## src/rtl/c_like_source_tokenizer_unit_assert.svh

```systemverilog
// ----------------------------------------------------------------------------
// Tokenizer assertion macros
// Concurrent checks clocked on i_clk, held off while i_rst_n is low.
// ----------------------------------------------------------------------------
`ifndef C_LIKE_SOURCE_TOKENIZER_UNIT_ASSERT_SVH
`define C_LIKE_SOURCE_TOKENIZER_UNIT_ASSERT_SVH
`ifndef NO_ASSERTIONS
`define CSLT_ASSERT_IMP(lbl, a, c) \
    lbl: assert property (@(posedge i_clk) disable iff (!i_rst_n) (a) |-> (c)) \
        else $error("tokenizer check failed");
`define CSLT_ASSERT_NXT(lbl, a, c) \
    lbl: assert property (@(posedge i_clk) disable iff (!i_rst_n) (a) |=> (c)) \
        else $error("tokenizer check failed");
`else
`define CSLT_ASSERT_IMP(lbl, a, c)
`define CSLT_ASSERT_NXT(lbl, a, c)
`endif
`endif

```

## src/rtl/cslt_pkg.sv

```systemverilog
// ----------------------------------------------------------------------------
// Tokenizer package
// Shared types, codes and lookup functions of the source tokenizer.
// ----------------------------------------------------------------------------
package cslt_pkg;

    localparam int STRING_LIMIT_DEF  = 256;
    localparam int POSITION_BITS_DEF = 16;
    localparam int QDEPTH            = 4;
    localparam logic [15:0] MAX_TOKENS_RST = 16'd4096;

    localparam logic [1:0] KIND_TOKEN = 2'd0;
    localparam logic [1:0] KIND_CHAR  = 2'd1;
    localparam logic [1:0] KIND_ERROR = 2'd2;

    localparam logic [1:0] ERR_TOO_MANY   = 2'd0;
    localparam logic [1:0] ERR_STR_LONG   = 2'd1;
    localparam logic [1:0] ERR_UNEXPECTED = 2'd2;

    localparam logic [5:0] TK_END   = 6'd0;
    localparam logic [5:0] TK_NUM   = 6'd1;
    localparam logic [5:0] TK_IDENT = 6'd2;
    localparam logic [5:0] TK_STR   = 6'd3;
    localparam logic [5:0] TK_KW0   = 6'd4;
    localparam logic [5:0] TK_OP0   = 6'd23;

    typedef enum logic [3:0] {
        M_IDLE, M_ZERO, M_DEC, M_HEX, M_IDENT, M_STR, M_ESC, M_SLASH,
        M_LINE, M_BLOCK, M_BSTAR, M_OPPEND, M_DROP
    } t_mode;

    typedef struct packed {
        logic [1:0]  kind;
        logic [5:0]  tk;
        logic [15:0] idx;
        logic [63:0] num;
        logic [15:0] st;
        logic [15:0] ln;
        logic [7:0]  ch;
        logic [1:0]  ec;
    } t_result;

    // one accepted byte yields up to two results; a push holds one or two
    typedef struct packed {
        logic    two;
        t_result r0;
        t_result r1;
    } t_push;

    typedef struct packed {
        logic       hit;
        logic [5:0] kind;
    } t_op;

    function automatic t_op op2(input logic [7:0] a, input logic [7:0] b);
        t_op o;
        o.hit = 1'b1;
        unique case ({a, b})
            "==": o.kind = TK_OP0 + 6'd0;
            "!=": o.kind = TK_OP0 + 6'd1;
            "<=": o.kind = TK_OP0 + 6'd2;
            ">=": o.kind = TK_OP0 + 6'd3;
            "&&": o.kind = TK_OP0 + 6'd4;
            "||": o.kind = TK_OP0 + 6'd5;
            "<<": o.kind = TK_OP0 + 6'd6;
            ">>": o.kind = TK_OP0 + 6'd7;
            "++": o.kind = TK_OP0 + 6'd8;
            "--": o.kind = TK_OP0 + 6'd9;
            "+=": o.kind = TK_OP0 + 6'd10;
            "-=": o.kind = TK_OP0 + 6'd11;
            "*=": o.kind = TK_OP0 + 6'd12;
            "/=": o.kind = TK_OP0 + 6'd13;
            default: begin
                o.hit  = 1'b0;
                o.kind = TK_END;
            end
        endcase
        return o;
    endfunction

    function automatic t_op op1(input logic [7:0] a);
        t_op o;
        o.hit = 1'b1;
        unique case (a)
            "(": o.kind = TK_OP0 + 6'd14;
            ")": o.kind = TK_OP0 + 6'd15;
            "{": o.kind = TK_OP0 + 6'd16;
            "}": o.kind = TK_OP0 + 6'd17;
            ";": o.kind = TK_OP0 + 6'd18;
            ",": o.kind = TK_OP0 + 6'd19;
            "+": o.kind = TK_OP0 + 6'd20;
            "-": o.kind = TK_OP0 + 6'd21;
            "*": o.kind = TK_OP0 + 6'd22;
            "/": o.kind = TK_OP0 + 6'd23;
            "%": o.kind = TK_OP0 + 6'd24;
            "=": o.kind = TK_OP0 + 6'd25;
            "<": o.kind = TK_OP0 + 6'd26;
            ">": o.kind = TK_OP0 + 6'd27;
            "!": o.kind = TK_OP0 + 6'd28;
            "&": o.kind = TK_OP0 + 6'd29;
            "|": o.kind = TK_OP0 + 6'd30;
            "^": o.kind = TK_OP0 + 6'd31;
            "~": o.kind = TK_OP0 + 6'd32;
            default: begin
                o.hit  = 1'b0;
                o.kind = TK_END;
            end
        endcase
        return o;
    endfunction

    function automatic logic leads_pair(input logic [7:0] c);
        return c == "=" || c == "!" || c == "<" || c == ">" || c == "&" ||
               c == "|" || c == "+" || c == "-" || c == "*" || c == "/";
    endfunction

    // window holds the last six bytes, newest in the low byte
    function automatic logic [5:0] kw_kind(input logic [47:0] w, input logic [2:0] n);
        logic [5:0] k;
        k = TK_IDENT;
        unique case (n)
            3'd2: begin
                unique case (w[15:0])
                    "U0": k = TK_KW0 + 6'd0;
                    "U8": k = TK_KW0 + 6'd5;
                    "I8": k = TK_KW0 + 6'd8;
                    "if": k = TK_KW0 + 6'd12;
                    default: k = TK_IDENT;
                endcase
            end
            3'd3: begin
                unique case (w[23:0])
                    "I64": k = TK_KW0 + 6'd1;
                    "U64": k = TK_KW0 + 6'd2;
                    "Str": k = TK_KW0 + 6'd4;
                    "U16": k = TK_KW0 + 6'd6;
                    "U32": k = TK_KW0 + 6'd7;
                    "I16": k = TK_KW0 + 6'd9;
                    "I32": k = TK_KW0 + 6'd10;
                    "F64": k = TK_KW0 + 6'd11;
                    "for": k = TK_KW0 + 6'd15;
                    default: k = TK_IDENT;
                endcase
            end
            3'd4: begin
                unique case (w[31:0])
                    "Bool": k = TK_KW0 + 6'd3;
                    "else": k = TK_KW0 + 6'd13;
                    "true": k = TK_KW0 + 6'd17;
                    default: k = TK_IDENT;
                endcase
            end
            3'd5: begin
                unique case (w[39:0])
                    "while": k = TK_KW0 + 6'd14;
                    "false": k = TK_KW0 + 6'd18;
                    default: k = TK_IDENT;
                endcase
            end
            3'd6: k = (w == "return") ? TK_KW0 + 6'd16 : TK_IDENT;
            default: k = TK_IDENT;
        endcase
        return k;
    endfunction

    function automatic t_result mk(input logic [1:0] kind, input logic [5:0] tk,
                                   input logic [15:0] idx, input logic [63:0] num,
                                   input logic [15:0] st, input logic [15:0] ln,
                                   input logic [7:0] ch, input logic [1:0] ec);
        t_result r;
        r.kind = kind;
        r.tk   = tk;
        r.idx  = idx;
        r.num  = num;
        r.st   = st;
        r.ln   = ln;
        r.ch   = ch;
        r.ec   = ec;
        return r;
    endfunction

endpackage

```

## src/rtl/cslt_front.sv

```systemverilog
// ----------------------------------------------------------------------------
// Tokenizer front end
// Lexer FSM: takes one byte per cycle while i_accept is high; forms results.
// ----------------------------------------------------------------------------
module cslt_front #(
    parameter int STRING_LIMIT  = cslt_pkg::STRING_LIMIT_DEF,
    parameter int POSITION_BITS = cslt_pkg::POSITION_BITS_DEF
) (
    input  logic              i_clk,
    input  logic              i_rst_n,
    input  logic              i_cfg_we,
    input  logic [15:0]       i_cfg_wdata,
    input  logic              i_accept,
    input  logic [7:0]        i_byte,
    output logic              o_push,
    output cslt_pkg::t_push   o_data
);
    localparam int STR_W = $clog2(STRING_LIMIT + 1);

    cslt_pkg::t_mode              r_mode, n_mode;
    logic [7:0]                   r_pend, n_pend;
    logic [63:0]                  r_acc, n_acc;
    logic                         r_hex, n_hex;
    logic [47:0]                  r_win, n_win;
    logic [POSITION_BITS-1:0]     r_len, n_len;
    logic [POSITION_BITS-1:0]     r_start, n_start;
    logic [POSITION_BITS-1:0]     r_pos, n_pos;
    logic [15:0]                  r_tc, n_tc;
    logic [STR_W-1:0]             r_slen, n_slen;
    logic [15:0]                  r_max;

    cslt_pkg::t_result            rs [2];
    logic [1:0]                   nr;
    logic                         do_beg;
    logic [7:0]                   bc;
    logic [7:0]                   c;
    logic                         c_dig, c_alpha, c_hexd;
    logic [3:0]                   dval, hval;
    cslt_pkg::t_op                o2, o1;
    logic [5:0]                   ikind;

    always_ff @(posedge i_clk) begin
        if (!i_rst_n) begin
            r_mode  <= cslt_pkg::M_IDLE;
            r_pend  <= '0;
            r_acc   <= '0;
            r_hex   <= 1'b0;
            r_win   <= '0;
            r_len   <= '0;
            r_start <= '0;
            r_pos   <= '0;
            r_tc    <= '0;
            r_slen  <= '0;
            r_max   <= cslt_pkg::MAX_TOKENS_RST;
        end else begin
            if (i_cfg_we) begin
                r_max <= i_cfg_wdata;
            end
            if (i_accept) begin
                r_mode  <= n_mode;
                r_pend  <= n_pend;
                r_acc   <= n_acc;
                r_hex   <= n_hex;
                r_win   <= n_win;
                r_len   <= n_len;
                r_start <= n_start;
                r_pos   <= n_pos;
                r_tc    <= n_tc;
                r_slen  <= n_slen;
            end
        end
    end

    assign c       = i_byte;
    assign c_dig   = (c >= "0") && (c <= "9");
    assign c_alpha = ((c >= "a") && (c <= "z")) || ((c >= "A") && (c <= "Z")) || (c == "_");
    assign dval    = 4'(c - "0");
    always_comb begin
        c_hexd = 1'b1;
        hval   = dval;
        priority if (c_dig) begin
            hval = dval;
        end else if ((c >= "a") && (c <= "f")) begin
            hval = 4'(c - "a" + 8'd10);
        end else if ((c >= "A") && (c <= "F")) begin
            hval = 4'(c - "A" + 8'd10);
        end else begin
            c_hexd = 1'b0;
        end
    end
    assign o2    = cslt_pkg::op2(r_pend, c);
    assign o1    = cslt_pkg::op1(r_pend);
    assign ikind = (r_len > POSITION_BITS'(6)) ? cslt_pkg::TK_IDENT
                 : cslt_pkg::kw_kind(r_win, r_len[2:0]);

    always_comb begin
        n_mode  = r_mode;
        n_pend  = r_pend;
        n_acc   = r_acc;
        n_hex   = r_hex;
        n_win   = r_win;
        n_len   = r_len;
        n_start = r_start;
        n_tc    = r_tc;
        n_slen  = r_slen;
        n_pos   = r_pos;
        nr      = 2'd0;
        rs[0]   = '0;
        rs[1]   = '0;
        do_beg  = 1'b0;
        bc      = c;

        unique case (r_mode)
            cslt_pkg::M_ZERO, cslt_pkg::M_DEC, cslt_pkg::M_HEX: begin
                if (r_mode == cslt_pkg::M_ZERO && (c == "x" || c == "X")) begin
                    n_hex  = 1'b1;
                    n_mode = cslt_pkg::M_HEX;
                end else if (r_hex && c_hexd) begin
                    n_acc = {r_acc[59:0], 4'b0} + {60'b0, hval};
                end else if (!r_hex && c_dig) begin
                    n_mode = cslt_pkg::M_DEC;
                    n_acc  = {r_acc[60:0], 3'b0} + {r_acc[62:0], 1'b0} + {60'b0, dval};
                end else begin
                    rs[nr[0]] = cslt_pkg::mk(cslt_pkg::KIND_TOKEN, cslt_pkg::TK_NUM,
                                             n_tc, r_acc, '0, '0, '0, '0);
                    nr     = nr + 2'd1;
                    n_tc   = n_tc + 16'd1;
                    do_beg = 1'b1;
                end
            end
            cslt_pkg::M_IDENT: begin
                if (c_alpha || c_dig) begin
                    if (r_len != '1) begin
                        n_len = r_len + 1'b1;
                    end
                    n_win = {r_win[39:0], c};
                end else begin
                    rs[nr[0]] = cslt_pkg::mk(cslt_pkg::KIND_TOKEN, ikind, n_tc, '0,
                                             16'(r_start), 16'(r_len), '0, '0);
                    nr     = nr + 2'd1;
                    n_tc   = n_tc + 16'd1;
                    do_beg = 1'b1;
                end
            end
            cslt_pkg::M_STR, cslt_pkg::M_ESC: begin
                if (c == 8'd0 || (r_mode == cslt_pkg::M_STR && c == "\"")) begin
                    rs[nr[0]] = cslt_pkg::mk(cslt_pkg::KIND_TOKEN, cslt_pkg::TK_STR,
                                             n_tc, '0, '0, 16'(r_slen), '0, '0);
                    nr     = nr + 2'd1;
                    n_tc   = n_tc + 16'd1;
                    do_beg = 1'b1;
                    bc     = (c == 8'd0) ? 8'd0 : " ";
                end else if (r_mode == cslt_pkg::M_STR && c == "\\") begin
                    n_mode = cslt_pkg::M_ESC;
                end else begin
                    n_mode = cslt_pkg::M_STR;
                    bc = c;
                    if (r_mode == cslt_pkg::M_ESC) begin
                        unique case (c)
                            "n":     bc = 8'h0a;
                            "t":     bc = 8'h09;
                            "r":     bc = 8'h0d;
                            default: bc = c;
                        endcase
                    end
                    rs[nr[0]] = cslt_pkg::mk(cslt_pkg::KIND_CHAR, '0, '0, '0, '0, '0,
                                             bc, '0);
                    nr     = nr + 2'd1;
                    n_slen = r_slen + 1'b1;
                    if (n_slen >= STR_W'(STRING_LIMIT)) begin
                        rs[nr[0]] = cslt_pkg::mk(cslt_pkg::KIND_ERROR, '0, '0, '0, '0,
                                                 '0, '0, cslt_pkg::ERR_STR_LONG);
                        nr     = nr + 2'd1;
                        n_mode = cslt_pkg::M_DROP;
                    end
                end
            end
            cslt_pkg::M_SLASH: begin
                // the pending byte is not kept for a slash: its codes are fixed
                priority if (c == "/") begin
                    n_mode = cslt_pkg::M_LINE;
                end else if (c == "*") begin
                    n_mode = cslt_pkg::M_BLOCK;
                end else if (n_tc >= r_max) begin
                    rs[nr[0]] = cslt_pkg::mk(cslt_pkg::KIND_ERROR, '0, '0, '0, '0, '0,
                                             '0, cslt_pkg::ERR_TOO_MANY);
                    nr     = nr + 2'd1;
                    n_mode = cslt_pkg::M_DROP;
                end else if (c == "=") begin
                    rs[nr[0]] = cslt_pkg::mk(cslt_pkg::KIND_TOKEN, cslt_pkg::TK_OP0 + 6'd13,
                                             n_tc, '0, '0, '0, '0, '0);
                    nr     = nr + 2'd1;
                    n_tc   = n_tc + 16'd1;
                    n_mode = cslt_pkg::M_IDLE;
                end else begin
                    rs[nr[0]] = cslt_pkg::mk(cslt_pkg::KIND_TOKEN, cslt_pkg::TK_OP0 + 6'd23,
                                             n_tc, '0, '0, '0, '0, '0);
                    nr     = nr + 2'd1;
                    n_tc   = n_tc + 16'd1;
                    do_beg = 1'b1;
                end
            end
            cslt_pkg::M_LINE: begin
                if (c == 8'h0a) begin
                    n_mode = cslt_pkg::M_IDLE;
                end else if (c == 8'd0) begin
                    do_beg = 1'b1;
                end
            end
            cslt_pkg::M_BLOCK, cslt_pkg::M_BSTAR: begin
                priority if (c == 8'd0) begin
                    do_beg = 1'b1;
                end else if (r_mode == cslt_pkg::M_BSTAR && c == "/") begin
                    n_mode = cslt_pkg::M_IDLE;
                end else begin
                    n_mode = (c == "*") ? cslt_pkg::M_BSTAR : cslt_pkg::M_BLOCK;
                end
            end
            cslt_pkg::M_OPPEND: begin
                if (o2.hit) begin
                    rs[nr[0]] = cslt_pkg::mk(cslt_pkg::KIND_TOKEN, o2.kind, n_tc, '0,
                                             '0, '0, '0, '0);
                    nr     = nr + 2'd1;
                    n_tc   = n_tc + 16'd1;
                    n_mode = cslt_pkg::M_IDLE;
                end else begin
                    if (o1.hit) begin
                        rs[nr[0]] = cslt_pkg::mk(cslt_pkg::KIND_TOKEN, o1.kind, n_tc, '0,
                                                 '0, '0, '0, '0);
                        nr   = nr + 2'd1;
                        n_tc = n_tc + 16'd1;
                    end
                    do_beg = 1'b1;
                end
            end
            cslt_pkg::M_DROP: begin
                n_mode = cslt_pkg::M_DROP;
            end
            default: begin
                do_beg = 1'b1;
            end
        endcase

        // start of a new token
        if (do_beg) begin
            n_mode = cslt_pkg::M_IDLE;
            priority if (bc == " " || bc == 8'h09 || bc == 8'h0d || bc == 8'h0a) begin
                n_mode = cslt_pkg::M_IDLE;
            end else if (bc == "/") begin
                n_mode = cslt_pkg::M_SLASH;
            end else if (n_tc >= r_max) begin
                rs[nr[0]] = cslt_pkg::mk(cslt_pkg::KIND_ERROR, '0, '0, '0, '0, '0, '0,
                                         cslt_pkg::ERR_TOO_MANY);
                nr     = nr + 2'd1;
                n_mode = cslt_pkg::M_DROP;
            end else if (bc == 8'd0) begin
                rs[nr[0]] = cslt_pkg::mk(cslt_pkg::KIND_TOKEN, cslt_pkg::TK_END, n_tc,
                                         '0, '0, '0, '0, '0);
                nr   = nr + 2'd1;
                n_tc = n_tc + 16'd1;
            end else if (c_dig) begin
                n_acc  = {60'b0, dval};
                n_hex  = 1'b0;
                n_mode = (c == "0") ? cslt_pkg::M_ZERO : cslt_pkg::M_DEC;
            end else if (c_alpha) begin
                n_start = r_pos;
                n_len   = POSITION_BITS'(1);
                n_win   = {40'b0, c};
                n_mode  = cslt_pkg::M_IDENT;
            end else if (c == "\"") begin
                n_slen = '0;
                n_mode = cslt_pkg::M_STR;
            end else if (cslt_pkg::leads_pair(c)) begin
                n_pend = c;
                n_mode = cslt_pkg::M_OPPEND;
            end else if (cslt_pkg::op1(c).hit) begin
                rs[nr[0]] = cslt_pkg::mk(cslt_pkg::KIND_TOKEN, cslt_pkg::op1(c).kind,
                                         n_tc, '0, '0, '0, '0, '0);
                nr   = nr + 2'd1;
                n_tc = n_tc + 16'd1;
            end else begin
                rs[nr[0]] = cslt_pkg::mk(cslt_pkg::KIND_ERROR, '0, '0, '0, '0, '0, '0,
                                         cslt_pkg::ERR_UNEXPECTED);
                nr     = nr + 2'd1;
                n_mode = cslt_pkg::M_DROP;
            end
        end

        // end of text resets position and count
        if (c == 8'd0) begin
            n_mode = cslt_pkg::M_IDLE;
            n_pos  = '0;
            n_tc   = '0;
        end else if (r_pos != '1) begin
            n_pos = r_pos + 1'b1;
        end
    end

    assign o_push    = i_accept && (nr != 2'd0);
    assign o_data.two = (nr == 2'd2);
    assign o_data.r0  = rs[0];
    assign o_data.r1  = rs[1];

endmodule

```

## src/rtl/cslt_back.sv

```systemverilog
// ----------------------------------------------------------------------------
// Tokenizer back end
// Queue of result pairs and the output stage that sends them one by one.
// ----------------------------------------------------------------------------
`include "c_like_source_tokenizer_unit_assert.svh"

module cslt_back (
    input  logic             i_clk,
    input  logic             i_rst_n,
    input  logic             i_push,
    input  cslt_pkg::t_push  i_data,
    output logic             o_ready,
    output logic             o_valid,
    input  logic             i_take,
    output cslt_pkg::t_result o_res,
    output logic             o_last
);
    localparam int PW = $clog2(cslt_pkg::QDEPTH);

    cslt_pkg::t_push  r_mem [cslt_pkg::QDEPTH];
    logic [PW-1:0]    r_wr, r_rd;
    logic [PW:0]      r_cnt;
    logic             r_sub;
    cslt_pkg::t_push  head;
    logic             pop;

    assign head    = r_mem[r_rd];
    assign o_valid = (r_cnt != '0);
    assign o_ready = (r_cnt < (PW+1)'(cslt_pkg::QDEPTH));
    assign o_res   = r_sub ? head.r1 : head.r0;
    assign o_last  = r_sub || !head.two;
    assign pop     = o_valid && i_take && o_last;

    always_ff @(posedge i_clk) begin
        if (i_push) begin
            r_mem[r_wr] <= i_data;
        end
    end

    always_ff @(posedge i_clk) begin
        if (!i_rst_n) begin
            r_wr  <= '0;
            r_rd  <= '0;
            r_cnt <= '0;
            r_sub <= 1'b0;
        end else begin
            if (i_push) begin
                r_wr <= r_wr + 1'b1;
            end
            if (o_valid && i_take) begin
                // advance to the second result of the pair, or drop the pair
                r_sub <= !o_last;
            end
            if (pop) begin
                r_rd <= r_rd + 1'b1;
            end
            r_cnt <= r_cnt + (PW+1)'(i_push) - (PW+1)'(pop);
        end
    end

    `CSLT_ASSERT_IMP(a_cnt_bound, 1'b1, r_cnt <= (PW+1)'(cslt_pkg::QDEPTH))
    `CSLT_ASSERT_IMP(a_no_overflow, i_push, o_ready)
    `CSLT_ASSERT_IMP(a_sub_pair, r_sub, o_valid && head.two)
    `CSLT_ASSERT_NXT(a_drain, pop && !i_push && r_cnt == (PW+1)'(1), !o_valid)

endmodule

```

## src/rtl/c_like_source_tokenizer_unit.sv

```systemverilog
// ----------------------------------------------------------------------------
// C-like source tokenizer
// Streams source bytes in and tokens, string characters and errors out.
// ----------------------------------------------------------------------------
// One source byte is taken per cycle while the four-entry result queue has
// room. A byte yields zero, one or two results, and the output port sends
// one result per cycle while i_m_tready is high, so a run of bytes with two
// results each drains slower than the bytes come in and the queue fills
// until the input stalls. The first result of a byte can be taken at the
// clock edge right after the one that accepts the byte. No clearing pass
// is needed after reset.
module c_like_source_tokenizer_unit #(
    parameter int STRING_LIMIT  = cslt_pkg::STRING_LIMIT_DEF,
    parameter int POSITION_BITS = cslt_pkg::POSITION_BITS_DEF
) (
    input  logic         i_clk,
    input  logic         i_rst_n,
    input  logic         i_cfg_we,
    input  logic [15:0]  i_cfg_wdata,   // max_tokens
    input  logic         i_s_tvalid,
    output logic         o_s_tready,
    input  logic [7:0]   i_s_tdata,     // source_byte
    output logic         o_m_tvalid,
    input  logic         i_m_tready,
    // token_kind, token_index, number_value, text_start, text_length,
    // char_value, error_code (lowest bit up)
    output logic [127:0] o_m_tdata,
    output logic [1:0]   o_m_tuser,     // result_kind
    output logic         o_m_tlast      // last_result
);
    cslt_pkg::t_push   push_data;
    cslt_pkg::t_result res;
    logic              push;
    logic              accept;

    assign accept = i_s_tvalid && o_s_tready;

    cslt_front #(
        .STRING_LIMIT  (STRING_LIMIT),
        .POSITION_BITS (POSITION_BITS)
    ) u_front (
        .i_clk       (i_clk),
        .i_rst_n     (i_rst_n),
        .i_cfg_we    (i_cfg_we),
        .i_cfg_wdata (i_cfg_wdata),
        .i_accept    (accept),
        .i_byte      (i_s_tdata),
        .o_push      (push),
        .o_data      (push_data)
    );

    cslt_back u_back (
        .i_clk   (i_clk),
        .i_rst_n (i_rst_n),
        .i_push  (push),
        .i_data  (push_data),
        .o_ready (o_s_tready),
        .o_valid (o_m_tvalid),
        .i_take  (i_m_tready),
        .o_res   (res),
        .o_last  (o_m_tlast)
    );

    assign o_m_tuser = res.kind;
    assign o_m_tdata = {res.ec, res.ch, res.ln, res.st, res.num, res.idx, res.tk};

endmodule
```

## config.mk

```make
export PLATFORM = sky130hd
export DESIGN_NAME = c_like_source_tokenizer_unit
export DESIGN_NICKNAME = d
export VERILOG_FILES = /design/src/rtl/cslt_pkg.sv /design/src/rtl/cslt_front.sv /design/src/rtl/cslt_back.sv /design/src/rtl/c_like_source_tokenizer_unit.sv
export VERILOG_INCLUDE_DIRS = /design/src /design/src/rtl
export SDC_FILE = /design/constraint.sdc
export NUM_CORES = 2
export LEC_CHECK = 0
export BUFFER_PORTS_ARGS = -buffer_cell sky130_fd_sc_hd__buf_2
export CELL_PAD_IN_SITES_DETAIL_PLACEMENT = 0
export CELL_PAD_IN_SITES_GLOBAL_PLACEMENT = 1
export CORE_ASPECT_RATIO = 1.75
export CORE_MARGIN = 5
export CORE_UTILIZATION = 57
export CTS_BUF_LIST = sky130_fd_sc_hd__clkbuf_4 sky130_fd_sc_hd__clkbuf_8
export DETAILED_ROUTE_END_ITERATION = 8
export PLACE_DENSITY = 0.91
export SYNTH_ARGS = -nofsm -noshare
export SYNTH_HDL_FRONTEND = slang
export SYNTH_SLANG_ARGS = --single-unit
```

## constraint.sdc

```tcl
create_clock -name i_clk -period 13.4 [get_ports i_clk]
set_input_delay 0.67 -clock i_clk [delete_from_list [all_inputs] [get_ports i_clk]]
set_output_delay 0.67 -clock i_clk [all_outputs]
set_load 0.02 [all_outputs]
```

* Word level (Yosys, flattened, before mapping) *
Memory sizes are Yosys's and may differ from the RTL's. A register that Yosys moved wholly into a read port is not among the register bits.
Cells that the tools add are included.

storage, ports and cells
  register bits = 222
  memory bits (writable) = 1044
  bits of input ports = 29
  memories = 1

memory list
  name          depth  width  read ports  clocked after memory_dff  wr ports  RTL line         RTL
  u_back.r_mem  4      261    1           1                         1         cslt_back.sv:20  cslt_pkg::t_push r_mem [cslt_pkg::QDEPTH];

operators by class
  $add $sub $neg = 18
  $lt $le $gt $ge = 15
  equality and inequality tests = 112
  muxes and demuxes = 212
  bitwise operators = 14
  reductions and logical operators = 53

operator list
  cell                  count
  $mux 260              10
  $mux 130              12
  $pmux 130 s5          1
  $mux 64               10
  $mux 16               33
  $bwmux 260            2
  $mux 48               9
  $mux 259              1
  $and 258x258->258     1
  $not 258->258         1
  $and 256x256->256     1
  $eq 8x6->1 const B    32
  $mux 128              2
  $not 256->256         1
  $pmux 6 s19           2
  $eq 24x23->1 const B  9
  $eq 16x14->1 const B  13
  $eq 8x7->1 const B    17
  $demux 130 s1         1
  $add 64x4->64         2
  $mux 126              1
  $mux 123              1
  $mux 4                27
  $mux 9                11
  other kinds (70)      224

* Depth between registers and ports, before layout *
  depth in word-level cells = 40
  depth in mapped cells = 34

* Modules after synthesis *
Synthesis repeated with hierarchy kept, for this count alone.

second synthesis, totals
  cell total of the unflattened synthesis = 4253
  area, all modules = 59535.8 um2

modules (own cells, without submodules)
  module                        times used  cells an instance  area an instance (um2)
  cslt_back                     1           1564               39648.0
  cslt_front                    1           2688               19881.6
  c_like_source_tokenizer_unit  1           1                  6.3

* Least setup slack after synthesis *
OpenSTA, ideal clock, no wires.

  kind = input to register
  from = input i_s_tdata[1]
  to = memory u_back.r_mem[0][0] (netlist bit) (enable)
  library setup time = 0.533 ns
  arrival time = 8.696 ns
  required time = 12.867 ns
  path slack = 4.171 ns
  cell stages on the path = 26
  path through = clkbuf_1 -> inv_1 -> ha_1 -> buf_6 -> or4b_4 -> and3_4 -> buf_6 -> nor3_4 -> o22a_1 -> o221ai_2 -> buf_6 -> buf_2 -> nor3_1 -> and3_1 -> xnor2_1 -> inv_1 -> ha_1 -> o21ai_0 -> o21bai_1 -> a311o_1 -> nand4b_1 -> nand3b_1 -> nor2_1 -> nor2_1 -> o31a_1 -> and2_1

between the ends
  cells in the longest elaborated chain, start to end = 23
  elaborated cells between the ends (all ways) = 133
  classes of those cells = 1 x add/sub; 9 x order compare; 38 x eq/ne; 53 x mux; 32 x reduce/logical

RTL lines
  element                                                RTL line                            RTL
  from (decl)                                            c_like_source_tokenizer_unit.sv:22  input logic [7:0] i_s_tdata,
  $ge 8x7->1, or another cell as far along               cslt_front.sv:76, cslt_front.sv:85
  $logic_and 1x1->1 or $logic_or 1x1->1 (tied branches)  cslt_front.sv:85, cslt_pkg.sv:113
  $mux 1 or $logic_or 1x1->1 (tied branches)             cslt_front.sv:85, cslt_pkg.sv:113
  $mux 1 or $logic_or 1x1->1 (tied branches)             cslt_front.sv:83, cslt_pkg.sv:113
  $mux 1 or $logic_or 1x1->1 (tied branches)             cslt_front.sv:81, cslt_pkg.sv:113
  $logic_and 1x1->1 or $logic_or 1x1->1 (tied branches)  cslt_front.sv:118, cslt_pkg.sv:113
  $mux 2 or $logic_or 1x1->1 (tied branches)             cslt_front.sv:118, cslt_pkg.sv:114
  $mux 2 or $logic_or 1x1->1 (tied branches)             cslt_front.sv:115, cslt_pkg.sv:114
  [... 7 more ...]                                       --
  $mux 2                                                 cslt_front.sv:251                   end else if (n_tc >= r_max) begin
  $mux 2                                                 cslt_front.sv:249                   end else if (bc == "/") begin
  $mux 2                                                 cslt_front.sv:247                   priority if (bc == " " || bc == 8'h09 || bc == 8'h0d || bc == 8'h0a) begin
  $mux 2 (*)                                             cslt_front.sv:245                   if (do_beg) begin
  $reduce_bool 2->1 (*)                                  cslt_front.sv:299                   assign o_push = i_accept && (nr != 2'd0);
  $logic_and 1x1->1 (*)                                  cslt_front.sv:299
  $mux 1 (*)                                             cslt_back.sv:35                     if (i_push) begin
  $mux 1 (not written as such) (*)                       cslt_back.sv:36                     r_mem[r_wr] <= i_data;
  to (decl)                                              cslt_back.sv:20

Every way passes the cells marked *; elsewhere a longest branch is shown, timed or not.

* Final worst setup path *
  from = input i_s_tdata[1]
  to = memory u_back.r_mem[1][116] (netlist bit) (enable)

The elaborated chain is that of the path after synthesis.

==> results <==
- The flow ran to the end, and the final reports show no timing, DRC or antenna violations.
- The summed negative setup slack over all endpoints is 0 ns.
- The detailed-routing iteration count for the pre-antenna-repair pass is 6.
- The biggest area consumer among synthesized cells is sky130_fd_sc_hd__edfxtp_1.
- After layout, the design draws a total of roughly 8.2 mW.
- The core outline area is between 0.07 and 0.08 sq mm.
- The longest clock path from root to sink contains 3 buffers.
- For this design, the sink count on the clock tree is around 840.
- Of the total power, registers draw 41.3%.
- The final worst-path cycle share is roughly 57%.
- Global routing consumed, on the met3 layer, 3.779% of the routing resources.
- The initial cell density of the core is between 50% and 60%.
- The reported net switching power is ~2.9 mW.
- The number of primary I/O pins is around 160.
- The area enclosed by the die boundary is between 0.08 and 0.09 sq mm.
- The worst-case IR drop observed on VDD is 0.1566 mV.
- The number of DRC violations after detailed routing is 0.
- The number of library cell types mapped by synthesis is 95.
- The synthesized flop and latch total is approximately 840.
- The worst setup margin is ~5.7 ns.
- The clock share of power is 26.1%.
- The root buffer cell is sky130_fd_sc_hd__clkbuf_8.
- Using the TritonRoute via totals, the vias-per-cell ratio works out to 6.274.
- The number of pins with negative max-slew slack in the final report is 0.
- The area of the mapped netlist is about 0.043 sq mm.
- Summed over all layers, the global routing overflow is 0.
- Derived from the worst setup path, the maximum achievable clock frequency is ~130 MHz.
- Ranked by total cell area, the synthesized netlist is headed by sky130_fd_sc_hd__edfxtp_1 43%, sky130_fd_sc_hd__dfxtp_1 10%, sky130_fd_sc_hd__mux4_2 8.0%.
- The pre-CTS setup slack is 4.985 ns.
- For the finished layout, the period the worst path requires is 7.704 ns.
- The maximum number of pins on one net before global-route repair is 106.
- The number of failing setup endpoints in the final timing report is 0.
- The data arrival time of the critical path is 8.14 ns.
- The initial antenna violation count is 2.
- The worst slew margin relative to its limit is a little under a fifth.
- The net count after synthesis is 3,930.
- Of the post-synthesis cell area, the dominant cell type holds between 40 and 50%.
- The classification of the worst setup path is input port to flop.
- Net switching is 35.68% of the power.
- The hold violation count in the final report was 0.
- The post-synthesis sequential area ratio is between 50% and 60%.
- The overall global routing resource usage is between 20 and 30%.
- The reported max-cap violation count is 0.
- The via count of the first global-routing pass is about 31,000.
- The clock transition at the registers of the reported paths is ~0.070 ns.
- The global-route wire length before repair is between 150,000 and 200,000 microns.
- The post-cts hold buffer count is 0.
- The critical path launch point type is an input port.
- The clock buffer count from CTS is ~120.
- The met1 capacity usage during global routing is 32.67%.
- TritonCTS built the clock tree.
- The count of standard-cell rows is 134.
- After the last flow step, the layout net total stands at around 4,000.
- The congestion estimate from routability-driven global placement came to ~1.0.
- The smallest hold slack is roughly 0.10 ns.
- Buffers added to address setup during post-CTS repair amount to 0.
- For this design the ratio of total power to cell area is 172.6 mW/mm^2.
- The clock skew after layout is roughly 0.06 ns.
- The routed layout has 31,060 vias.
- Setup repair after global routing left no endpoint under its margin.
- The synthesis-to-layout area growth is 9.722%.
- Dividing the detail-routed wire length by the instance count gives 24.73 microns.
- In the synthesized netlist the dominant register cell turns out to be sky130_fd_sc_hd__edfxtp_1.
- The placed wire-length estimate is 85,810 microns.
- The number of nets with antenna violations after routing is 0.
- The H-tree was split into 3 levels.
- The worst setup path is captured at a flop.
- The transition at the pin with the smallest max-transition slack is approximately 1.2 ns.
- The DRC violation total after the first TritonRoute iteration is between 2,000 and 3,000.
- The average instance in the mapped netlist occupies 11.67 sq um.
- In the global route stage, met2 resource usage came out at 53.60%.
- Measured along the y axis, the die boundary spans 375.0 microns.
- The fraction of layout cells with a size suffix above 1 is approximately 16%.
- Synthesis produced a netlist whose cell count is between 3,000 and 4,000.
- For this run, the number of Yosys warnings is 0.
- Yosys instantiated no cell more often than sky130_fd_sc_hd__edfxtp_1.
- Combinational logic is responsible for between 30% and 40% of the overall power.
- The count of buffers inserted at the top-level ports is 161.
- In this run, synthesis inferred 620 flip-flops with an integrated enable.
- The maximum fanout along the worst path is 56.
- The worst hold path belongs to the class input port to flop.
- The width of the die is 218.6 microns.
- The final standard cell utilization of the core is a little over three fifths.
- For flop-to-flop paths, the worst setup slack is slightly below 6 ns.
- The cell internal power dissipation is about 5.3 mW.
- Ranked by instance count, the synthesized netlist is headed by 620 x sky130_fd_sc_hd__edfxtp_1, 347 x sky130_fd_sc_hd__nand2_1, 228 x sky130_fd_sc_hd__nor2_1.
- STA puts the critical path data required time at about 14 ns.
- After clock tree synthesis, the repair step resized 0 gates.
- The routed design has between 100,000 and 150,000 microns of wire.
- The later pin in the worst-skew pair is clocked with a latency of between 0.8 and 0.9 ns.
- In the synthesized netlist the async set-or-reset flop fraction comes to 0%.
- For this design the static power due to leakage is about 17 nW.
- The most heavily used metal layer in global routing is met2.
[path summary, 6_finish.rpt]
path | from | end | depth (start not counted)
max | i_s_tdata[1] | u_back.r_mem[1][116]$_DFFE_PP_ | 25
min | i_cfg_wdata[12] | u_front.r_max[12]$_SDFFE_PN1P_ | 3
max reg2reg | u_front.r_tc[0]$_SDFFE_PN0P_ | u_back.r_mem[1][116]$_DFFE_PP_ | 22
min reg2reg | u_front.r_win[45]$_SDFFE_PN0P_ | u_front.r_win[45]$_SDFFE_PN0P_ | 2
[power groups by stage]
stage                     Clock [mW]  Combinational, mW  Sequential, mW
after detailed placement           0               2.69            3.45
after CTS                       2.18               2.70            3.40
after floorplan                    0               1.84            3.39
after global placement             0               2.68            3.43
final                           2.14               2.68            3.39
after global routing            2.29               2.87            3.42
[cell usage in the layout (no fill, tap or decap), drive strengths merged, types with 69 or more instances in the layout]
cell / count
a21oi: 211
and2: 169
and3: 113
buf: 209
clkbuf: 156
dfxtp: 224
edfxtp: 620
ha: 179
inv: 88
mux4: 155
nand2: 347
nand3: 96
nor2: 228
nor2b: 85
nor3: 69
o21ai: 145
[sequential cells by signal (all words and copies together), names as in the netlist, named ones only]
name	cells
u_front.r_pend	8
u_back.r_cnt	3
u_front.r_acc	64
u_front.r_len	16
u_front.r_pos	16
u_front.r_start	16
u_front.r_max	16
u_front.r_win	48
u_back.r_wr	2
u_back.r_mem	620
u_front.r_slen	9
u_front.r_mode	4
u_back.r_sub	1
u_front.r_hex	1
u_front.r_tc	16
u_back.r_rd	2
[layout make-up]
cell class                      count  area, sq um
Antenna cell                        4        10.01
Tap cell                         1020         1276
Multi-Input combinational cell   2570        19150
Sequential cell                   844        23110
Clock buffer                      156         1934
Timing Repair Buffer              209         1179
Fill cell                        6080        28350
Clock inverter                     63        619.3
Inverter                           85        321.6
[per-layer routing]
layer,vias up,part of all wire [%]
li1,14330,-
met1,15350,36
met2,1057,53
met3,327,4.6
met4,0,6.6
met5,-,0
[cells by family (layout without fill, tap and decap cells)]
logic type                 Yosys count  in the layout  share of synthesized area (%)
xor gates and xnor gates           102            102                          2.059
muxes                              209            209                          9.298
adders and majority gates          182            182                          5.301
AOI/OAI and AO/OA                  719            719                          10.82
other                                0              4                              0
buffers and inverters              305            513                          2.754
DFF                                844            844                          53.25
and+or+nand+nor                   1358           1358                          16.52
[worst max-delay path, cell delays in order]
cell and delay [ns]:
sky130_fd_sc_hd__buf_2 0.18, sky130_fd_sc_hd__inv_1 0.18, sky130_fd_sc_hd__ha_1 0.44, sky130_fd_sc_hd__o21bai_1 0.16, sky130_fd_sc_hd__nand2_1 0.09, sky130_fd_sc_hd__nand2_1 0.32
sky130_fd_sc_hd__nor2_1 0.70, sky130_fd_sc_hd__clkinv_1 0.15, sky130_fd_sc_hd__buf_4 0.35, sky130_fd_sc_hd__ha_1 0.36, sky130_fd_sc_hd__nand2_1 0.04, sky130_fd_sc_hd__o311ai_0 0.45
sky130_fd_sc_hd__o22ai_1 0.30, sky130_fd_sc_hd__ha_1 0.36, sky130_fd_sc_hd__nor2b_1 0.04, sky130_fd_sc_hd__o21ai_0 0.16, sky130_fd_sc_hd__a311o_1 0.20, sky130_fd_sc_hd__nand4b_1 0.17
sky130_fd_sc_hd__nand3b_1 0.39, sky130_fd_sc_hd__nor2_1 0.12, sky130_fd_sc_hd__nor2_1 0.12, sky130_fd_sc_hd__o31a_1 0.34, sky130_fd_sc_hd__and2_4 0.53, sky130_fd_sc_hd__buf_4 0.64
sky130_fd_sc_hd__buf_4 0.64
[metrics by stage]
stage	std cells	instance area (sq um)
finish	4951	47600
global route	4948	47600
global placement	4728	45040
CTS	4947	47590
detailed placement	4728	45040
floorplan	3719	43390
Note: power is estimated with default switching activity, not from simulation.
